==> src/design/ael_pkg.sv <==
// ----------------------------------------------------------------------------
// ael_pkg: shared types and constants of the arithmetic expression lexer
// Token kind codes, byte class codes, the queue entry layout and the
// single-character token lookup used by the front unit.
// ----------------------------------------------------------------------------
package ael_pkg;

   // Default width of the position cursor.
   localparam int DEFAULT_POSITION_BITS = 16;

   // Entries in the queue between the front and back units.
   localparam int QUEUE_DEPTH = 4;
   localparam int QUEUE_PTR_BITS = $clog2(QUEUE_DEPTH);

   // Token kind codes on the result channel.
   localparam logic [3:0] KIND_EOF        = 4'd0;
   localparam logic [3:0] KIND_NUMBER     = 4'd1;
   localparam logic [3:0] KIND_WHITESPACE = 4'd2;
   localparam logic [3:0] KIND_PLUS       = 4'd3;
   localparam logic [3:0] KIND_MINUS      = 4'd4;
   localparam logic [3:0] KIND_STAR       = 4'd5;
   localparam logic [3:0] KIND_SLASH      = 4'd6;
   localparam logic [3:0] KIND_LPAREN     = 4'd7;
   localparam logic [3:0] KIND_RPAREN     = 4'd8;
   localparam logic [3:0] KIND_INVALID    = 4'd9;

   // Open run codes held by the back unit.
   localparam logic [1:0] RUN_NONE   = 2'd0;
   localparam logic [1:0] RUN_NUMBER = 2'd1;
   localparam logic [1:0] RUN_BLANK  = 2'd2;

   // Byte classes decided by the front unit.
   localparam logic [1:0] CLS_END    = 2'd0;
   localparam logic [1:0] CLS_DIGIT  = 2'd1;
   localparam logic [1:0] CLS_BLANK  = 2'd2;
   localparam logic [1:0] CLS_SINGLE = 2'd3;

   // Character codes.
   localparam logic [7:0] CHAR_NUL    = 8'h00;
   localparam logic [7:0] CHAR_TAB    = 8'h09;
   localparam logic [7:0] CHAR_SPACE  = 8'h20;
   localparam logic [7:0] CHAR_LPAREN = 8'h28;
   localparam logic [7:0] CHAR_RPAREN = 8'h29;
   localparam logic [7:0] CHAR_STAR   = 8'h2A;
   localparam logic [7:0] CHAR_PLUS   = 8'h2B;
   localparam logic [7:0] CHAR_MINUS  = 8'h2D;
   localparam logic [7:0] CHAR_SLASH  = 8'h2F;
   localparam logic [7:0] CHAR_ZERO   = 8'h30;
   localparam logic [7:0] CHAR_NINE   = 8'h39;

   // Saturation limits.
   localparam logic [15:0] LENGTH_MAX = 16'hFFFF;
   localparam logic [30:0] VALUE_MAX  = 31'h7FFF_FFFF;

   // One classified byte as it travels from the front unit to the back unit.
   typedef struct packed {
      logic [1:0]  cls;
      logic [3:0]  kind;
      logic [7:0]  char_code;
      logic [15:0] pos;
   } entry_type;

   // Queue status seen by both sides.
   typedef struct packed {
      logic full;
      logic not_empty;
   } queue_status_type;

   // Kind of a byte that forms a token of its own.
   function automatic logic [3:0] single_kind(input logic [7:0] c);
      logic [3:0] k;
      case (c)
         CHAR_PLUS:   k = KIND_PLUS;
         CHAR_MINUS:  k = KIND_MINUS;
         CHAR_STAR:   k = KIND_STAR;
         CHAR_SLASH:  k = KIND_SLASH;
         CHAR_LPAREN: k = KIND_LPAREN;
         CHAR_RPAREN: k = KIND_RPAREN;
         default:     k = KIND_INVALID;
      endcase
      return k;
   endfunction

endpackage

==> src/design/ael_front.sv <==
// ----------------------------------------------------------------------------
// ael_front: input side of the lexer
// Holds the start position register and the position cursor, classifies
// each accepted byte and hands it to the queue with its position.
// ----------------------------------------------------------------------------
module ael_front #(
   parameter int POSITION_BITS = ael_pkg::DEFAULT_POSITION_BITS
) (
   input  logic                clock,
   input  logic                reset,
   input  logic                csr_write_enable,
   input  logic [15:0]         csr_write_data,
   input  logic                req_valid,
   input  logic [7:0]          req_text_byte,
   input  logic                req_end_of_text,
   input  ael_pkg::queue_status_type q_status,
   output logic                q_push,
   output ael_pkg::entry_type  q_push_data
);
   import ael_pkg::*;

   logic [15:0]              start_pos_ff;
   logic [POSITION_BITS-1:0] cursor_ff;
   logic [POSITION_BITS-1:0] cursor_in;
   logic                     fresh_ff;
   logic                     fresh_in;
   logic [POSITION_BITS-1:0] pos;
   logic                     is_end;

   // A transaction is taken whenever the queue has room.
   assign q_push = req_valid && !q_status.full;

   // A zero byte ends the text just like the end marker.
   assign is_end = req_end_of_text || (req_text_byte == CHAR_NUL);

   // The first byte of a text takes its position from the register.
   assign pos = fresh_ff ? POSITION_BITS'(start_pos_ff) : cursor_ff;

   // Classify the byte.
   always_comb begin
      q_push_data.char_code = req_text_byte;
      q_push_data.pos       = 16'(pos);
      q_push_data.kind      = single_kind(req_text_byte);
      if (is_end) begin
         q_push_data.cls = CLS_END;
      end else if (req_text_byte >= CHAR_ZERO && req_text_byte <= CHAR_NINE) begin
         q_push_data.cls = CLS_DIGIT;
      end else if (req_text_byte == CHAR_SPACE || req_text_byte == CHAR_TAB) begin
         q_push_data.cls = CLS_BLANK;
      end else begin
         q_push_data.cls = CLS_SINGLE;
      end
   end

   // Cursor advance and text start tracking.
   always_comb begin
      cursor_in = cursor_ff;
      fresh_in  = fresh_ff;
      if (q_push) begin
         if (is_end) begin
            fresh_in = 1'b1;
         end else begin
            cursor_in = pos + 1'b1;
            fresh_in  = 1'b0;
         end
      end
   end

   always_ff @(posedge clock) begin
      if (reset) begin
         start_pos_ff <= '0;
         cursor_ff    <= '0;
         fresh_ff     <= 1'b1;
      end else begin
         if (csr_write_enable) begin
            start_pos_ff <= csr_write_data;
         end
         cursor_ff <= cursor_in;
         fresh_ff  <= fresh_in;
      end
   end

endmodule

==> src/design/ael_queue.sv <==
// ----------------------------------------------------------------------------
// ael_queue: short queue between the front and back units
// A small register file with read and write pointers and a fill count.
// ----------------------------------------------------------------------------
module ael_queue (
   input  logic                      clock,
   input  logic                      reset,
   input  logic                      push,
   input  ael_pkg::entry_type        push_data,
   input  logic                      pop,
   output ael_pkg::entry_type        pop_data,
   output ael_pkg::queue_status_type status
);
   import ael_pkg::*;

   entry_type                 slots_ff [QUEUE_DEPTH];
   logic [QUEUE_PTR_BITS-1:0] wr_ptr_ff;
   logic [QUEUE_PTR_BITS-1:0] rd_ptr_ff;
   logic [QUEUE_PTR_BITS:0]   count_ff;
   logic [QUEUE_PTR_BITS:0]   count_in;

   assign status.full      = (count_ff == (QUEUE_PTR_BITS+1)'(QUEUE_DEPTH));
   assign status.not_empty = (count_ff != '0);
   assign pop_data         = slots_ff[rd_ptr_ff];

   // Fill count follows pushes and pops.
   always_comb begin
      count_in = count_ff;
      if (push && !pop) begin
         count_in = count_ff + 1'b1;
      end else if (pop && !push) begin
         count_in = count_ff - 1'b1;
      end
   end

   always_ff @(posedge clock) begin
      if (reset) begin
         wr_ptr_ff <= '0;
         rd_ptr_ff <= '0;
         count_ff  <= '0;
      end else begin
         if (push) begin
            wr_ptr_ff <= wr_ptr_ff + 1'b1;
         end
         if (pop) begin
            rd_ptr_ff <= rd_ptr_ff + 1'b1;
         end
         count_ff <= count_in;
      end
   end

   // Entry storage needs no reset.
   always_ff @(posedge clock) begin
      if (push) begin
         slots_ff[wr_ptr_ff] <= push_data;
      end
   end

endmodule

==> src/design/ael_back.sv <==
// ----------------------------------------------------------------------------
// ael_back: token builder of the lexer
// Keeps the open run, takes classified bytes from the queue and writes
// tokens into the output register. A byte that closes a run and also makes
// a token of its own stays at the queue head until its own token is built.
// ----------------------------------------------------------------------------
module ael_back (
   input  logic               clock,
   input  logic               reset,
   input  ael_pkg::queue_status_type q_status,
   input  ael_pkg::entry_type q_pop_data,
   output logic               q_pop,
   output logic               rsp_valid,
   input  logic               rsp_stall,
   output logic [3:0]         rsp_token_kind,
   output logic [15:0]        rsp_token_start,
   output logic [15:0]        rsp_token_length,
   output logic [30:0]        rsp_number_value,
   output logic [7:0]         rsp_token_char,
   output logic               rsp_last_of_step
);
   import ael_pkg::*;

   // Open run state.
   logic [1:0]  run_kind_ff,  run_kind_in;
   logic [15:0] run_start_ff, run_start_in;
   logic [15:0] run_len_ff,   run_len_in;
   logic [30:0] run_val_ff,   run_val_in;

   // Output register.
   logic        out_valid_ff, out_valid_in;
   logic [3:0]  out_kind_ff,  out_kind_in;
   logic [15:0] out_start_ff, out_start_in;
   logic [15:0] out_len_ff,   out_len_in;
   logic [30:0] out_val_ff,   out_val_in;
   logic [7:0]  out_char_ff,  out_char_in;
   logic        out_last_ff,  out_last_in;

   logic        load_ok;
   logic        go;
   logic        emit;
   logic        is_end;
   logic [1:0]  want;
   logic        has_run;
   logic        need_close;
   logic        follow;
   logic [3:0]  digit;
   logic [34:0] val_next;
   logic [30:0] val_sat;
   logic [15:0] len_sat;

   assign load_ok = !out_valid_ff || !rsp_stall;
   assign go      = load_ok && q_status.not_empty;

   assign is_end  = (q_pop_data.cls == CLS_END);
   assign has_run = (run_kind_ff != RUN_NONE);
   assign digit   = q_pop_data.char_code[3:0];

   // Run kind that this byte belongs to.
   always_comb begin
      case (q_pop_data.cls)
         CLS_DIGIT: want = RUN_NUMBER;
         CLS_BLANK: want = RUN_BLANK;
         default:   want = RUN_NONE;
      endcase
   end

   assign need_close = has_run && (is_end || want != run_kind_ff);
   assign follow     = is_end || (want == RUN_NONE);

   // Decimal accumulate with saturation: value * 10 + digit.
   assign val_next = {1'b0, run_val_ff, 3'b000} + {3'b000, run_val_ff, 1'b0}
                   + {31'b0, digit};
   assign val_sat  = (val_next > {4'b0, VALUE_MAX}) ? VALUE_MAX : val_next[30:0];
   assign len_sat  = (run_len_ff == LENGTH_MAX) ? run_len_ff : run_len_ff + 1'b1;

   // Token building.
   always_comb begin
      run_kind_in  = run_kind_ff;
      run_start_in = run_start_ff;
      run_len_in   = run_len_ff;
      run_val_in   = run_val_ff;
      emit         = 1'b0;
      q_pop        = 1'b0;
      out_kind_in  = KIND_EOF;
      out_start_in = '0;
      out_len_in   = '0;
      out_val_in   = '0;
      out_char_in  = CHAR_NUL;
      out_last_in  = 1'b1;

      if (go) begin
         if (need_close) begin
            // Close the open run first.
            emit         = 1'b1;
            out_kind_in  = (run_kind_ff == RUN_NUMBER) ? KIND_NUMBER : KIND_WHITESPACE;
            out_start_in = run_start_ff;
            out_len_in   = run_len_ff;
            out_val_in   = (run_kind_ff == RUN_NUMBER) ? run_val_ff : '0;
            out_last_in  = !follow;
            run_kind_in  = RUN_NONE;
            if (!follow) begin
               // The byte opens a run of the other kind.
               q_pop        = 1'b1;
               run_kind_in  = want;
               run_start_in = q_pop_data.pos;
               run_len_in   = 16'd1;
               run_val_in   = (want == RUN_NUMBER) ? {27'b0, digit} : '0;
            end
         end else if (is_end) begin
            emit  = 1'b1;
            q_pop = 1'b1;
         end else if (want == RUN_NONE) begin
            emit         = 1'b1;
            q_pop        = 1'b1;
            out_kind_in  = q_pop_data.kind;
            out_start_in = q_pop_data.pos;
            out_len_in   = 16'd1;
            out_char_in  = q_pop_data.char_code;
         end else if (has_run) begin
            // Same kind: extend the run.
            q_pop      = 1'b1;
            run_len_in = len_sat;
            if (want == RUN_NUMBER) begin
               run_val_in = val_sat;
            end
         end else begin
            q_pop        = 1'b1;
            run_kind_in  = want;
            run_start_in = q_pop_data.pos;
            run_len_in   = 16'd1;
            run_val_in   = (want == RUN_NUMBER) ? {27'b0, digit} : '0;
         end
      end
   end

   always_comb begin
      out_valid_in = out_valid_ff;
      if (load_ok) begin
         out_valid_in = emit;
      end
   end

   // Control state.
   always_ff @(posedge clock) begin
      if (reset) begin
         run_kind_ff  <= RUN_NONE;
         run_start_ff <= '0;
         run_len_ff   <= '0;
         run_val_ff   <= '0;
         out_valid_ff <= 1'b0;
      end else begin
         run_kind_ff  <= run_kind_in;
         run_start_ff <= run_start_in;
         run_len_ff   <= run_len_in;
         run_val_ff   <= run_val_in;
         out_valid_ff <= out_valid_in;
      end
   end

   // Output payload loads only with a new token.
   always_ff @(posedge clock) begin
      if (emit) begin
         out_kind_ff  <= out_kind_in;
         out_start_ff <= out_start_in;
         out_len_ff   <= out_len_in;
         out_val_ff   <= out_val_in;
         out_char_ff  <= out_char_in;
         out_last_ff  <= out_last_in;
      end
   end

   assign rsp_valid        = out_valid_ff;
   assign rsp_token_kind   = out_kind_ff;
   assign rsp_token_start  = out_start_ff;
   assign rsp_token_length = out_len_ff;
   assign rsp_number_value = out_val_ff;
   assign rsp_token_char   = out_char_ff;
   assign rsp_last_of_step = out_last_ff;

endmodule

==> src/design/arith_expr_lexer.sv <==
// ----------------------------------------------------------------------------
// arith_expr_lexer: arithmetic expression tokenizer
// Turns a byte stream into number, whitespace, operator, parenthesis,
// invalid and end-of-file tokens.
// ----------------------------------------------------------------------------
// Usage:
//  The request channel (req_) carries one text byte or an end marker per
//  transaction; a zero byte also ends the text. The response channel (rsp_)
//  carries tokens; rsp_last_of_step marks the last token of a request.
//  A request yields zero, one or two tokens.
//  csr_write_data sets the position of the first byte of each text; it is
//  latched with csr_write_enable and used when that first byte arrives.
//  A token reaches rsp_ after its request passes the queue and the
//  output register. A number or blank run gives its token only when a later
//  request closes it. Throughput: one request per cycle while req_stall is
//  low. A request with two tokens holds the back unit until both are loaded,
//  since the output register takes one token per cycle unless stalled; a
//  four-entry queue absorbs that.
//  Reset clears the queue, the open run, the output register and sets the
//  start position to 0.
//  When rsp_stall is high the token waits in the output register; the
//  queue keeps taking requests until it is full, then req_stall rises.
// ----------------------------------------------------------------------------
module arith_expr_lexer #(
   parameter int POSITION_BITS = ael_pkg::DEFAULT_POSITION_BITS
) (
   input  logic        clock,
   input  logic        reset,
   input  logic        csr_write_enable,
   input  logic [15:0] csr_write_data,
   input  logic        req_valid,
   output logic        req_stall,
   input  logic [7:0]  req_text_byte,
   input  logic        req_end_of_text,
   output logic        rsp_valid,
   input  logic        rsp_stall,
   output logic [3:0]  rsp_token_kind,
   output logic [15:0] rsp_token_start,
   output logic [15:0] rsp_token_length,
   output logic [30:0] rsp_number_value,
   output logic [7:0]  rsp_token_char,
   output logic        rsp_last_of_step
);
   import ael_pkg::*;

   queue_status_type q_status;
   entry_type        q_push_data;
   entry_type        q_pop_data;
   logic             q_push;
   logic             q_pop;

   assign req_stall = q_status.full;

   // Front unit: classification and position tracking.
   ael_front #(
      .POSITION_BITS(POSITION_BITS)
   ) u_front (
      .clock            (clock),
      .reset            (reset),
      .csr_write_enable (csr_write_enable),
      .csr_write_data   (csr_write_data),
      .req_valid        (req_valid),
      .req_text_byte    (req_text_byte),
      .req_end_of_text  (req_end_of_text),
      .q_status         (q_status),
      .q_push           (q_push),
      .q_push_data      (q_push_data)
   );

   // Queue between the two units.
   ael_queue u_queue (
      .clock     (clock),
      .reset     (reset),
      .push      (q_push),
      .push_data (q_push_data),
      .pop       (q_pop),
      .pop_data  (q_pop_data),
      .status    (q_status)
   );

   // Back unit: runs and token output.
   ael_back u_back (
      .clock            (clock),
      .reset            (reset),
      .q_status         (q_status),
      .q_pop_data       (q_pop_data),
      .q_pop            (q_pop),
      .rsp_valid        (rsp_valid),
      .rsp_stall        (rsp_stall),
      .rsp_token_kind   (rsp_token_kind),
      .rsp_token_start  (rsp_token_start),
      .rsp_token_length (rsp_token_length),
      .rsp_number_value (rsp_number_value),
      .rsp_token_char   (rsp_token_char),
      .rsp_last_of_step (rsp_last_of_step)
   );

   // The back unit never takes an entry from an empty queue.
   assert property (@(posedge clock) disable iff (reset)
      q_pop |-> q_status.not_empty)
      else $error("queue popped while empty");

   // No token is presented right after reset.
   assert property (@(posedge clock) reset |=> !rsp_valid)
      else $error("token valid after reset");

   // An end-of-file token closes its request and carries no position.
   assert property (@(posedge clock) disable iff (reset)
      rsp_valid && rsp_token_kind == KIND_EOF |->
         rsp_last_of_step && rsp_token_start == 16'd0 && rsp_token_length == 16'd0)
      else $error("malformed end-of-file token");

   // A whitespace token never carries a value or a character.
   assert property (@(posedge clock) disable iff (reset)
      rsp_valid && rsp_token_kind == KIND_WHITESPACE |->
         rsp_number_value == 31'd0 && rsp_token_char == CHAR_NUL
         && rsp_token_length != 16'd0)
      else $error("malformed whitespace token");

endmodule
==> config.mk <==
export PLATFORM = sky130hd
export DESIGN_NAME = arith_expr_lexer
export DESIGN_NICKNAME = d
export VERILOG_FILES = /design/src/design/ael_pkg.sv /design/src/design/ael_front.sv /design/src/design/ael_queue.sv /design/src/design/ael_back.sv /design/src/design/arith_expr_lexer.sv
export SDC_FILE = /design/constraint.sdc
export NUM_CORES = 1
export LEC_CHECK = 0
export BUFFER_PORTS_ARGS = -buffer_cell sky130_fd_sc_hd__buf_2
export CAP_MARGIN = 20
export CELL_PAD_IN_SITES_DETAIL_PLACEMENT = 1
export CELL_PAD_IN_SITES_GLOBAL_PLACEMENT = 2
export CORE_ASPECT_RATIO = 2
export CORE_UTILIZATION = 45
export DETAILED_ROUTE_END_ITERATION = 7
export PLACE_DENSITY = 0.88
export SETUP_SLACK_MARGIN = 0.15
export SYNTH_ARGS = -nofsm -noshare
export SYNTH_HDL_FRONTEND = slang
export SYNTH_SLANG_ARGS = --single-unit
==> constraint.sdc <==
create_clock -name clock -period 19.55 [get_ports clock]
set_input_delay 0.9775 -clock clock [delete_from_list [all_inputs] [get_ports clock]]
set_output_delay 0.9775 -clock clock [all_outputs]
set_load 0.01 [all_outputs]
Yosys cells after proc, flatten, opt, wreduce, memory -nomap -nowiden

Memories as Yosys holds them, arrays and structs flattened. A register that Yosys moved wholly into a read port is not among the register bits.
Index checks and enable logic that the tools add are counted.

Memory bits (writable): 120
Output and inout port bits: 78
Memories: 1
Word-level logic and storage cells: 138
Flip-flop bits (word level): 182
Input port bits: 30

Bitwise operators: 3
Add/sub/neg operators: 8
Magnitude comparators: 3
Reduce and logical (&&, ||, !) cells: 31
Equality and inequality tests: 21
Muxes and demuxes: 54

Memory list:

| name             | depth | bits a word | rd ports | clocked after memory_dff | wr ports | RTL line        | RTL |
|---|---|---|---|---|---|---|---|
| u_queue.slots_ff | 4     | 30          | 1        | 1                        | 1        | ael_queue.sv:16 | `entry_type slots_ff [QUEUE_DEPTH];` |

Operators with widths:

| operator                                                                            | number |
|---|---|
| 16-bit 2-to-1 mux                                                                   | 17 |
| 31-bit 2-to-1 mux                                                                   | 7 |
| 8-bit by 6-bit == test with 1-bit output, second input constant                     | 7 |
| 34-bit by 32-bit adder with 35-bit output                                           | 1 |
| 35-bit by 4-bit adder with 35-bit output                                            | 1 |
| 35-bit by 31-bit > comparator with 1-bit output, second input constant              | 1 |
| 16-bit by 1-bit adder with 16-bit output, second input constant                     | 2 |
| 4-bit one-hot mux with 6 select lines                                               | 1 |
| 2-bit 2-to-1 mux                                                                    | 10 |
| 16-bit == test, second input constant                                               | 1 |
| 4-bit 2-to-1 mux                                                                    | 4 |
| 5-bit AND reduction                                                                 | 3 |
| 1-bit 2-to-1 mux                                                                    | 12 |
| 8-bit by 4-bit == test with 1-bit output, second input constant                     | 1 |
| 8-bit by 6-bit greater-or-equal comparator with 1-bit output, second input constant | 1 |
| 8-bit by 6-bit <= comparator with 1-bit output, second input constant               | 1 |
| 8-bit logical NOT                                                                   | 1 |
| 2-bit by 1-bit == test with 1-bit output, second input constant                     | 3 |
| 1-bit logical AND                                                                   | 6 |
| 1-bit logical NOT                                                                   | 6 |
| 3-bit 2-to-1 mux                                                                    | 2 |
| 2-bit != test, second input constant                                                | 3 |
| 3-bit != test, second input constant                                                | 2 |
| 1-bit logical OR                                                                    | 5 |
| 16 further kinds                                                                    | 22 |

Longest topological paths before layout

Gate-level depths: netlist of run 1.

Depth in word-level cells: 10
Mapped depth: 15
Mapped depth without buffers: 13

Cells and area by module

Synthesis of run 1 repeated with hierarchy kept, for this count alone.

Cell total of the unflattened synthesis: 1181
Area, all modules: 14527.7 um^2

Modules (own cells, without submodules):

| module    | cells each | area each (um^2) | instances | seq. area each (um^2) |
|---|---|---|---|---|
| ael_back  | 745        | 7736.2           | 1         | 3603.5 |
| ael_queue | 200        | 4758.3           | 1         | 3783.6 |
| ael_front | 236        | 2033.2           | 1         | 660.6 |

Worst setup path after synthesis of run 1

OpenSTA, ideal clock, no wires.

Kind: register -> register
From: register (tool-made name)
To: register u_back.out_last_ff, in the netlist u_back.rsp_last_of_step (enable)
Library setup time: 0.537 ns
Period minus slack after synthesis: 6.824 ns
Path slack: 12.726 ns
Data required time: 19.013 ns
Arrival: 6.287 ns
Path buffers: 2
Stages on the path, launching flop included: 10
Cells stage by stage: dfxtp_1 -> buf_2 -> buf_1 -> mux4_2 -> inv_1 -> ha_1 -> nand2b_1 -> o21a_1 -> o22ai_2 -> a21oi_1

RTL lines:

| what                   | RTL line        | RTL |
|---|---|---|
| end signal: assignment | ael_back.sv:169 | `out_last_ff <= out_last_in;` |
| end: declaration       | ael_back.sv:37  | `logic out_last_ff, out_last_in;` |

==> metrics, run 1 <==
Synth Net Count=1347; Max-slew headroom=23.3%; Sinks on Clock Net=304; antenna violations before repair=0; total number of vias=10100; Max rail drop VDD=0.0746 mV; Synth cell types=83; Total GRT Usage=23.1%; Layout Skew=0.0118 ns; Via-to-Cell Ratio=5.70; WL/cell=21.1 um; Final period util=26.4%; DRT iter0 DRCs=350; Post-synth ARST share=0%; RSZ-0062 raised after global routing=false; startpoint types=flop; Design Area, Final=16600 um2; Clock transition at path regs=0.07 ns; Final setup viols=0; Std-Cell Core Area=32100 um2; worst hold path type=reg2reg; CTS resizes=0; initial core utilization=45.7%; top-area cell type share of the netlist area=40.1%; post-synthesis sequential area ratio=54.8%; largest net degree at the start of global routing=78; Synth Warn #=0; first-pass GRT wire length=58600 um; drt pass-1 iters=4; WL met2=22100 um; CTS tree=yes; CTS Hold Bufs=0; Max Clock Freq=0.194 GHz; Lkg Pwr=6.38 nW; IO buf count=107; Least-Margin Pin Slew=1.12 ns; # nets final=1436; post-route ant nets=0; setup slack, reg-to-reg=14.39 ns; # H-tree levels=1; Power Total=2.06 mW; Vert. Die Dim=258 um; outcome=complete, no violations; final wirelength=37600 um; DR WL met3=946 um; Post-DP HPWL=27400 um; die area=33400 um2; Max Slew Vio Count=0; TritonCTS buffer count=28; commonest cells in the synthesized netlist=edfxtp_1, dfxtp_1, a21oi_1, nor2_1, nand2_1; placed inst area=15600 um2; Top FF cell, synth=edfxtp_1; RePlAce Congestion=0.898; Pwr Density=124 nW/um2; Setup CP Type=reg2reg; CP Capture Point=u_back.run_val_ff[23]$_SDFFE_PP0P_; Crit Path Max Fanout=30; final setup TNS=0 ns; clk_lat worst skew=0.56 ns; Root Buffer Master=clkbuf_16; CP Capture Type=flop; dominant cell type by area after synthesis=edfxtp_1; R2R Path End=u_back.run_val_ff[23]$_SDFFE_PP0P_; CP Data Arrival Time=5.56 ns; setup bufs post-CTS=0; Residual DRC=0; Area Growth Syn to Fin=13.0%; vias in the first global route=10900; grt ovf=0; min Tclk post-route=5.16 ns; count leader, synth=edfxtp_1; Post-Syn Area per Cell=11.8 um2; top sig layer=met4; share of cells above drive strength 1=17.7%; Syn Inst Count=1241; Worst EP required=19.95 ns; Fin. Hold Viols=0; Mapped Area=14700 um2; row count=93; Post-synth EDFFs=196; # IOs=108; Max Cap Viol=0; n_diodes=0; ranking of synthesized cells by area=edfxtp_1, dfxtp_1, ha_1; Clock Path Buffers=3; Yosys reg bits=304; met1 WL=12400 um; Reg2Reg Depth=13; Die X=130 um
-- flip-flops by register name (all words and copies together), names as in the netlist, named ones only --
name	flops
u_back.run_len_ff	16
u_back.run_val_ff	31
u_queue.wr_ptr_ff	2
u_back.rsp_number_value	31
u_back.run_kind_ff	2
u_back.rsp_token_length	16
u_back.rsp_token_char	8
u_back.rsp_last_of_step	1
u_front.fresh_ff	1
u_back.rsp_token_start	16
u_queue.rd_ptr_ff	2
u_queue.slots_ff	120
u_back.run_start_ff	16
u_back.rsp_valid	1
u_queue.count_ff	3
u_back.rsp_token_kind	4
u_front.start_pos_ff	16
u_front.cursor_ff	16
-- where the power goes --
group          leakage [nW]  internal (mW)  switching [mW]  total, mW
Combinational          3.19          0.201           0.373      0.574
Clock                 0.464          0.320           0.243      0.564
Sequential             2.73          0.863          0.0546      0.917
-- kinds of logic (layout without fill, tap and decap cells) --
kind of cell,Yosys count,in the layout,synth area share (%)
adders and majority gates,76,76,6.63
muxes,74,74,7.71
and+or+nand+nor,376,376,12.8
xor gates and xnor gates,56,56,3.34
buffers and inverters,88,199,2.60
AOI/OAI and AO/OA,267,267,12.1
DFF,304,304,54.8
-- layout make-up --
cell class	instances	area, um2
fill	3462	15500
sequential	304	8050
multi-input combinational	849	6310
clock buffer	43	828
timing repair buffer	120	653
tap	427	534
clock inverter	9	119
inverter	27	101
-- critical path: stages (launching register included) --
cell and delay (ns):
dfxtp_2 0.31, buf_4 0.50, mux4_2 0.61, inv_1 0.10
fa_1 0.43, fa_1 0.48, and2b_1 0.24, o2111a_1 0.24
nor2_2 0.08, o311a_4 0.38, o31ai_4 0.23, mux2i_1 0.95
and3_2 0.36, a221oi_1 0.07
-- worst min-delay path by stage --
stage                                                       to  depth (start not counted)                                  from  slack [ns]
after detailed placement  u_back.run_start_ff[12]$_SDFFE_PP0P_                          2  u_back.run_start_ff[12]$_SDFFE_PP0P_        0.46
after global routing       u_back.run_start_ff[5]$_SDFFE_PP0P_                          2   u_back.run_start_ff[5]$_SDFFE_PP0P_        0.49
after floorplan            u_back.run_start_ff[0]$_SDFFE_PP0P_                          2   u_back.run_start_ff[0]$_SDFFE_PP0P_        0.44
after global placement     u_back.run_start_ff[9]$_SDFFE_PP0P_                          2   u_back.run_start_ff[9]$_SDFFE_PP0P_        0.44
after CTS                 u_back.run_start_ff[14]$_SDFFE_PP0P_                          2  u_back.run_start_ff[14]$_SDFFE_PP0P_        0.47
final                      u_back.run_start_ff[4]$_SDFFE_PP0P_                          2   u_back.run_start_ff[4]$_SDFFE_PP0P_        0.47
-- layer usage --
| metal | up-vias | global-route usage (%) |
|---|---|---|
| met2 | 198 | 47.2 |
| met1 | 5084 | 21.2 |
| met4 | 0 | 13.0 |
| met3 | 100 | 2.16 |
| met5 | - | 0 |
| li1 | 4767 | - |
-- placed cells by master (no fill, tap or decap), drive strengths merged, types with 5 or more instances in the layout --
master | Yosys | layout
nand4 | 13 | 13
or3 | 7 | 7
nor3 | 18 | 18
nand2 | 88 | 88
inv | 27 | 28
clkbuf | 34 | 43
xor2 | 27 | 27
a21oi | 108 | 108
nor2 | 106 | 106
and2 | 68 | 68
xnor2 | 29 | 29
and3 | 17 | 17
nand2b | 11 | 11
a21o | 14 | 14
mux2i | 34 | 34
o21ai | 43 | 43
nand3 | 21 | 21
a221oi | 7 | 7
a211oi | 14 | 14
ha | 73 | 73
a22o | 16 | 16
o22ai | 6 | 6
mux4 | 30 | 30
dfxtp | 108 | 108
mux2 | 10 | 10
clkinv | 0 | 6
a31oi | 20 | 20
o21a | 7 | 7
edfxtp | 196 | 196
nor4 | 5 | 5
nor2b | 5 | 5
buf | 27 | 120
-- per-stage QoR --
stage               worst slack (ns)  hold WS [ns]  util, %  std cells
floorplan                      12.73         0.437        -       1241
global placement               14.47         0.442     48.6       1726
detailed placement             14.38         0.456     48.6       1726
CTS                            14.36         0.467     51.6       1778
global route                   14.15         0.489     51.7       1779
finish                         14.39         0.466     51.7       1779
Power figures use the tool's default switching activity.
==> inputs of run 2 (changes only) <==
CORE_UTILIZATION = 37   (was 45)
PLACE_DENSITY = 0.78   (was 0.88)
clock period = 4.6 ns   (was 19.55 ns; I/O delays follow)
==> run 2 against run 1 <==
Net effect:
- combinational power rose to 4.4 times the previous value
- non-clock buffer count grew 37
- clock skew down 0.0012 ns
- via count up 0.45%
- sequential share of layout area decreased by 1.1 points
- sequential power rose to 4.2 times the previous value
- flip-flop and latch count is the same
==> metrics, run 2 (synthesis gave the netlist of run 1 again) <==
Area Growth Syn to Fin=15.6%; Crit Path Max Fanout=8; final setup TNS=0 ns; Max Clock Freq=0.237 GHz; Clock Path Buffers=3; Final setup viols=0; IO buf count=107; CTS tree=yes; Power Total=8.68 mW; largest net degree at the start of global routing=58; Residual DRC=0; CP Data Arrival Time=4.66 ns; outcome=complete, no violations; Layout Skew=0.0106 ns; row count=102; CP Capture Type=flop; Post-DP HPWL=28200 um; most common cell after layout, fill and taps aside=edfxtp_1; min Tclk post-route=4.21 ns; Lkg Pwr=6.52 nW; worst hold path type=in2reg; Most flops, register=u_queue.slots_ff; post-route ant nets=0; Total GRT Usage=19.4%; commonest non-fill, non-tap cells in the layout=edfxtp_1, dfxtp_1, buf_2; Fin. Hold Viols=0; startpoint types=flop; Die X=143 um; Root Buffer Master=clkbuf_16; # IOs=108; dpl ws=0.175 ns; n_diodes=0; CTS resizes=0; Via-to-Cell Ratio=5.33; RSZ-0062 raised after global routing=false; # nets final=1474; Least-Margin Pin Slew=0.977 ns; Max Slew Vio Count=0; final wirelength=38100 um; vias in the first global route=11200; Final period util=91.5%; WL/cell=19.9 um; share of cells above drive strength 1=17.9%; total number of vias=10200; Max-slew headroom=34.5%; Design Area, Final=17000 um2; clk_lat worst skew=0.58 ns; Max Cap Viol=0; first-pass GRT wire length=60300 um; Worst EP required=5.05 ns; # H-tree levels=1; Vert. Die Dim=284 um; Pwr Density=511 nW/um2; Clock transition at path regs=0.07 ns; DRT iter0 DRCs=325; grt ovf=0; Setup CP Type=reg2reg; Std-Cell Core Area=38900 um2; worst setup margin=0.389 ns; drt pass-1 iters=4; Sinks on Clock Net=304; Max rail drop VDD=0.307 mV; die area=40500 um2; max reg flops=120; initial core utilization=37.7%; TritonCTS buffer count=29; antenna violations before repair=0; placed inst area=15800 um2; RePlAce Congestion=0.845
run 2: cell count changes in the layout (fill, tap and decap cells not counted), moves of 2 or more:
cell / change
buf_4: +13
clkbuf_8: -5
dlygate4sd3_1: +24
clkinv_2: +3
nor2_1: +2
inv_6: +3
clkinv_1: +4
nor2_2: -2
run 2: layout make-up:
class                      count  area, um2
timing repair buffer         157        991
clock inverter                17        130
clock buffer                  37        756
inverter                      27        101
sequential                   304       8050
tap                          520        651
fill                        4191      21900
multi-input combinational    849       6300
run 2: final timing paths:
check | start | to | slack (ns) | depth (start not counted)
hold reg to reg | u_back.run_start_ff[12]$_SDFFE_PP0P_ | u_back.run_start_ff[12]$_SDFFE_PP0P_ | 0.46 | 2
setup reg to reg | flop | u_back.run_val_ff[3]$_SDFFE_PP0P_ | 0.39 | 13
hold / removal | req_end_of_text | u_queue.slots_ff[3][28]$_DFFE_PP_ | 0.03 | 2
setup / recovery | flop | u_back.run_val_ff[3]$_SDFFE_PP0P_ | 0.39 | 13
run 2: stage by stage:
step                      utilization, %  hold WS, ns  cells
after floorplan                        -        0.329   1241
after detailed placement            40.6        0.450   1829
after global placement              40.6        0.442   1829
final                               43.6       0.0289   1911
after CTS                           43.5      0.00229   1908
after global routing                43.6       0.0258   1911
run 2: per-layer routing:
| layer | part of all wire, % | GRT usage [%] |
|---|---|---|
| met5 | 0 | 0 |
| met4 | 4.3 | 9.38 |
| met3 | 3.0 | 2.16 |
| met2 | 59 | 40.1 |
| met1 | 33 | 17.8 |
run 2: critical path, stage by stage, from the launching register on:
cell and delay [ns]:
dfxtp_2 0.38, mux4_2 0.53, inv_1 0.10, fa_1 0.44, fa_1 0.47, and2b_1 0.24, o2111a_1 0.24, nor2_2 0.08
o311a_4 0.38, o31ai_4 0.23, mux2_4 0.36, a2111oi_4 0.31, buf_4 0.21, a41oi_1 0.12
run 2: timing repair:
| item | in CTS | in global routing |
|---|---|---|
| endpoints found under the hold margin | 45 | 0 |
| pin swaps | 1 | 0 |
| setup buffers | 1 | 2 |
| setup endpoints to repair | 1 | 3 |
| hold buffers | 24 | 0 |
run 2: where the power goes:
group	total, mW	switching, mW	leakage (nW)	internal (mW)
Combinational	2.50	1.59	3.36	0.906
Clock	2.29	1.06	0.433	1.23
Sequential	3.89	0.225	2.73	3.66
Total	8.68	2.88	6.52	5.79
==> inputs of run 3 (changes only) <==
==> constraint.sdc (replaced) <==
create_clock -name clock -period 4.6 [get_ports clock]
set_input_delay 0.92 -clock clock [delete_from_list [all_inputs] [get_ports clock]]
set_output_delay 0.92 -clock clock [all_outputs]
set_load 0.01 [all_outputs]
==> run 3 against run 2 <==
Net effect:
- sequential share of layout area is 0.58 points higher
- worst setup slack got worse by 0.11 ns
- critical path depth is the same
- count of clock-buffer cells in the layout shrank 3
- wire length down 0.77%
- power rose by 1.4%
- maximum frequency fell by 2.5%
==> metrics, run 3 (synthesis gave the netlist of run 1 again) <==
min Tclk post-route=4.32 ns; Max Slew Vio Count=0; family with the most delay on the worst path=compound AO/OA/AOI/OAI gates; CP Cell Sequence=mux4_2, inv_1, fa_1, fa_1, and2b_1, o2111a_1, nor2_2, o311a_4, o31ai_4, mux2_4, a2111oi_4, buf_4, a41oi_1; most common cell after layout, fill and taps aside=edfxtp_1; Sinks on Clock Net=304; TritonCTS buffer count=29; Least-Margin Pin Slew=1.05 ns; # H-tree levels=1; Crit Path Max Fanout=13; RePlAce Congestion=0.862; CP Capture Type=flop; Residual DRC=0; Setup CP Type=reg2reg; Root Buffer Master=clkbuf_16; Lkg Pwr=6.43 nW; Final setup viols=0; final wirelength=37800 um; grt ovf=0; commonest non-fill, non-tap cells in the layout=edfxtp_1, dfxtp_1, buf_2; CP Data Arrival Time=4.76 ns; Final period util=93.8%; Clock Path Buffers=3; CP peak stage delay=0.52 ns; Fin. Hold Viols=0; Die X=143 um; dpl ws=0.153 ns; IO buf count=107; RSZ-0062 raised after global routing=false; row count=102; Total GRT Usage=19.3%; Worst EP required=5.05 ns; Max Clock Freq=0.232 GHz; Max rail drop VDD=0.288 mV; Power Total=8.80 mW; max reg flops=120; Post-DP HPWL=28100 um; first-pass GRT wire length=60200 um; post-route ant nets=0; Std-Cell Core Area=38900 um2; Max-slew headroom=29.6%; final setup TNS=0 ns; Design Area, Final=16800 um2; n_diodes=0; vias in the first global route=11000; startpoint types=flop; CP dominant cell by count=fa_1; CTS tree=yes; drt pass-1 iters=6; Vert. Die Dim=284 um; share of cells above drive strength 1=18.6%; CP bufs+invs=2; placed inst area=15800 um2; Most flops, register=u_queue.slots_ff; total number of vias=10000; Clock transition at path regs=0.07 ns; CP max stage cell=mux4_2; # nets final=1449; worst setup margin=0.283 ns; Max Cap Viol=0; Layout Skew=0.0163 ns; DRT iter0 DRCs=277; clk_lat worst skew=0.58 ns; die area=40500 um2; initial core utilization=37.7%; Area Growth Syn to Fin=14.2%; Pwr Density=525 nW/um2; worst hold path type=reg2reg; WL/cell=20.1 um; # IOs=108; Via-to-Cell Ratio=5.30; outcome=complete, no violations; antenna violations before repair=0; CTS Hold Bufs=0; largest net degree at the start of global routing=57
run 3: layer usage:
layer,part of all wire [%],global-route usage [%],vias to the layer above,wire (um)
met5,0,0,-,0
met4,4.0,8.49,0,1510
met3,2.8,2.46,71,1080
met2,60,40.3,158,22600
met1,33,17.5,4975,12600
li1,-,-,4801,-
run 3: what timing repair did:
item                       CTS  global route
setup endpoints to repair    1             0
setup buffers                1             0
resized for setup            0             0
run 3: area by class of cell:
cell class                      instances  area, um2
Timing Repair Buffer                  132        723
Clock buffer                           34        774
Multi-Input combinational cell        849       6300
Clock inverter                         20        174
Tap cell                              520        651
Sequential cell                       304       8050
Inverter                               27        101
Fill cell                            4195      22200
run 3: worst paths after layout:
kind,start,end,slack [ns],cells past startpoint
setup / recovery,flop,u_back.run_val_ff[3]$_SDFFE_PP0P_,0.28,13
hold / removal,u_back.run_start_ff[2]$_SDFFE_PP0P_,u_back.run_start_ff[2]$_SDFFE_PP0P_,0.46,2
setup reg to reg,flop,u_back.run_val_ff[3]$_SDFFE_PP0P_,0.28,13
hold reg to reg,u_back.run_start_ff[2]$_SDFFE_PP0P_,u_back.run_start_ff[2]$_SDFFE_PP0P_,0.46,2
run 3: metrics by stage:
step | util [%] | hold slack (ns) | std cells
2_1_floorplan | - | 0.437 | 1241
3_3_place_gp | 40.6 | 0.442 | 1831
3_5_place_dp | 40.6 | 0.450 | 1831
4_1_cts | 43.1 | 0.460 | 1886
5_1_grt | 43.1 | 0.477 | 1886
6_report | 43.1 | 0.461 | 1886
run 3: worst min-delay path, cell delays in order, from the launching register on:
cell and delay, ns:
dfxtp_1 0.31, nand2_1 0.05, a21oi_1 0.05
run 3: power by group:
part / internal, mW / switching, mW / total (mW)
clock: 1.33 / 1.09 / 2.41
combinational: 0.892 / 1.61 / 2.50
sequential: 3.66 / 0.226 / 3.89
total: 5.88 / 2.92 / 8.80
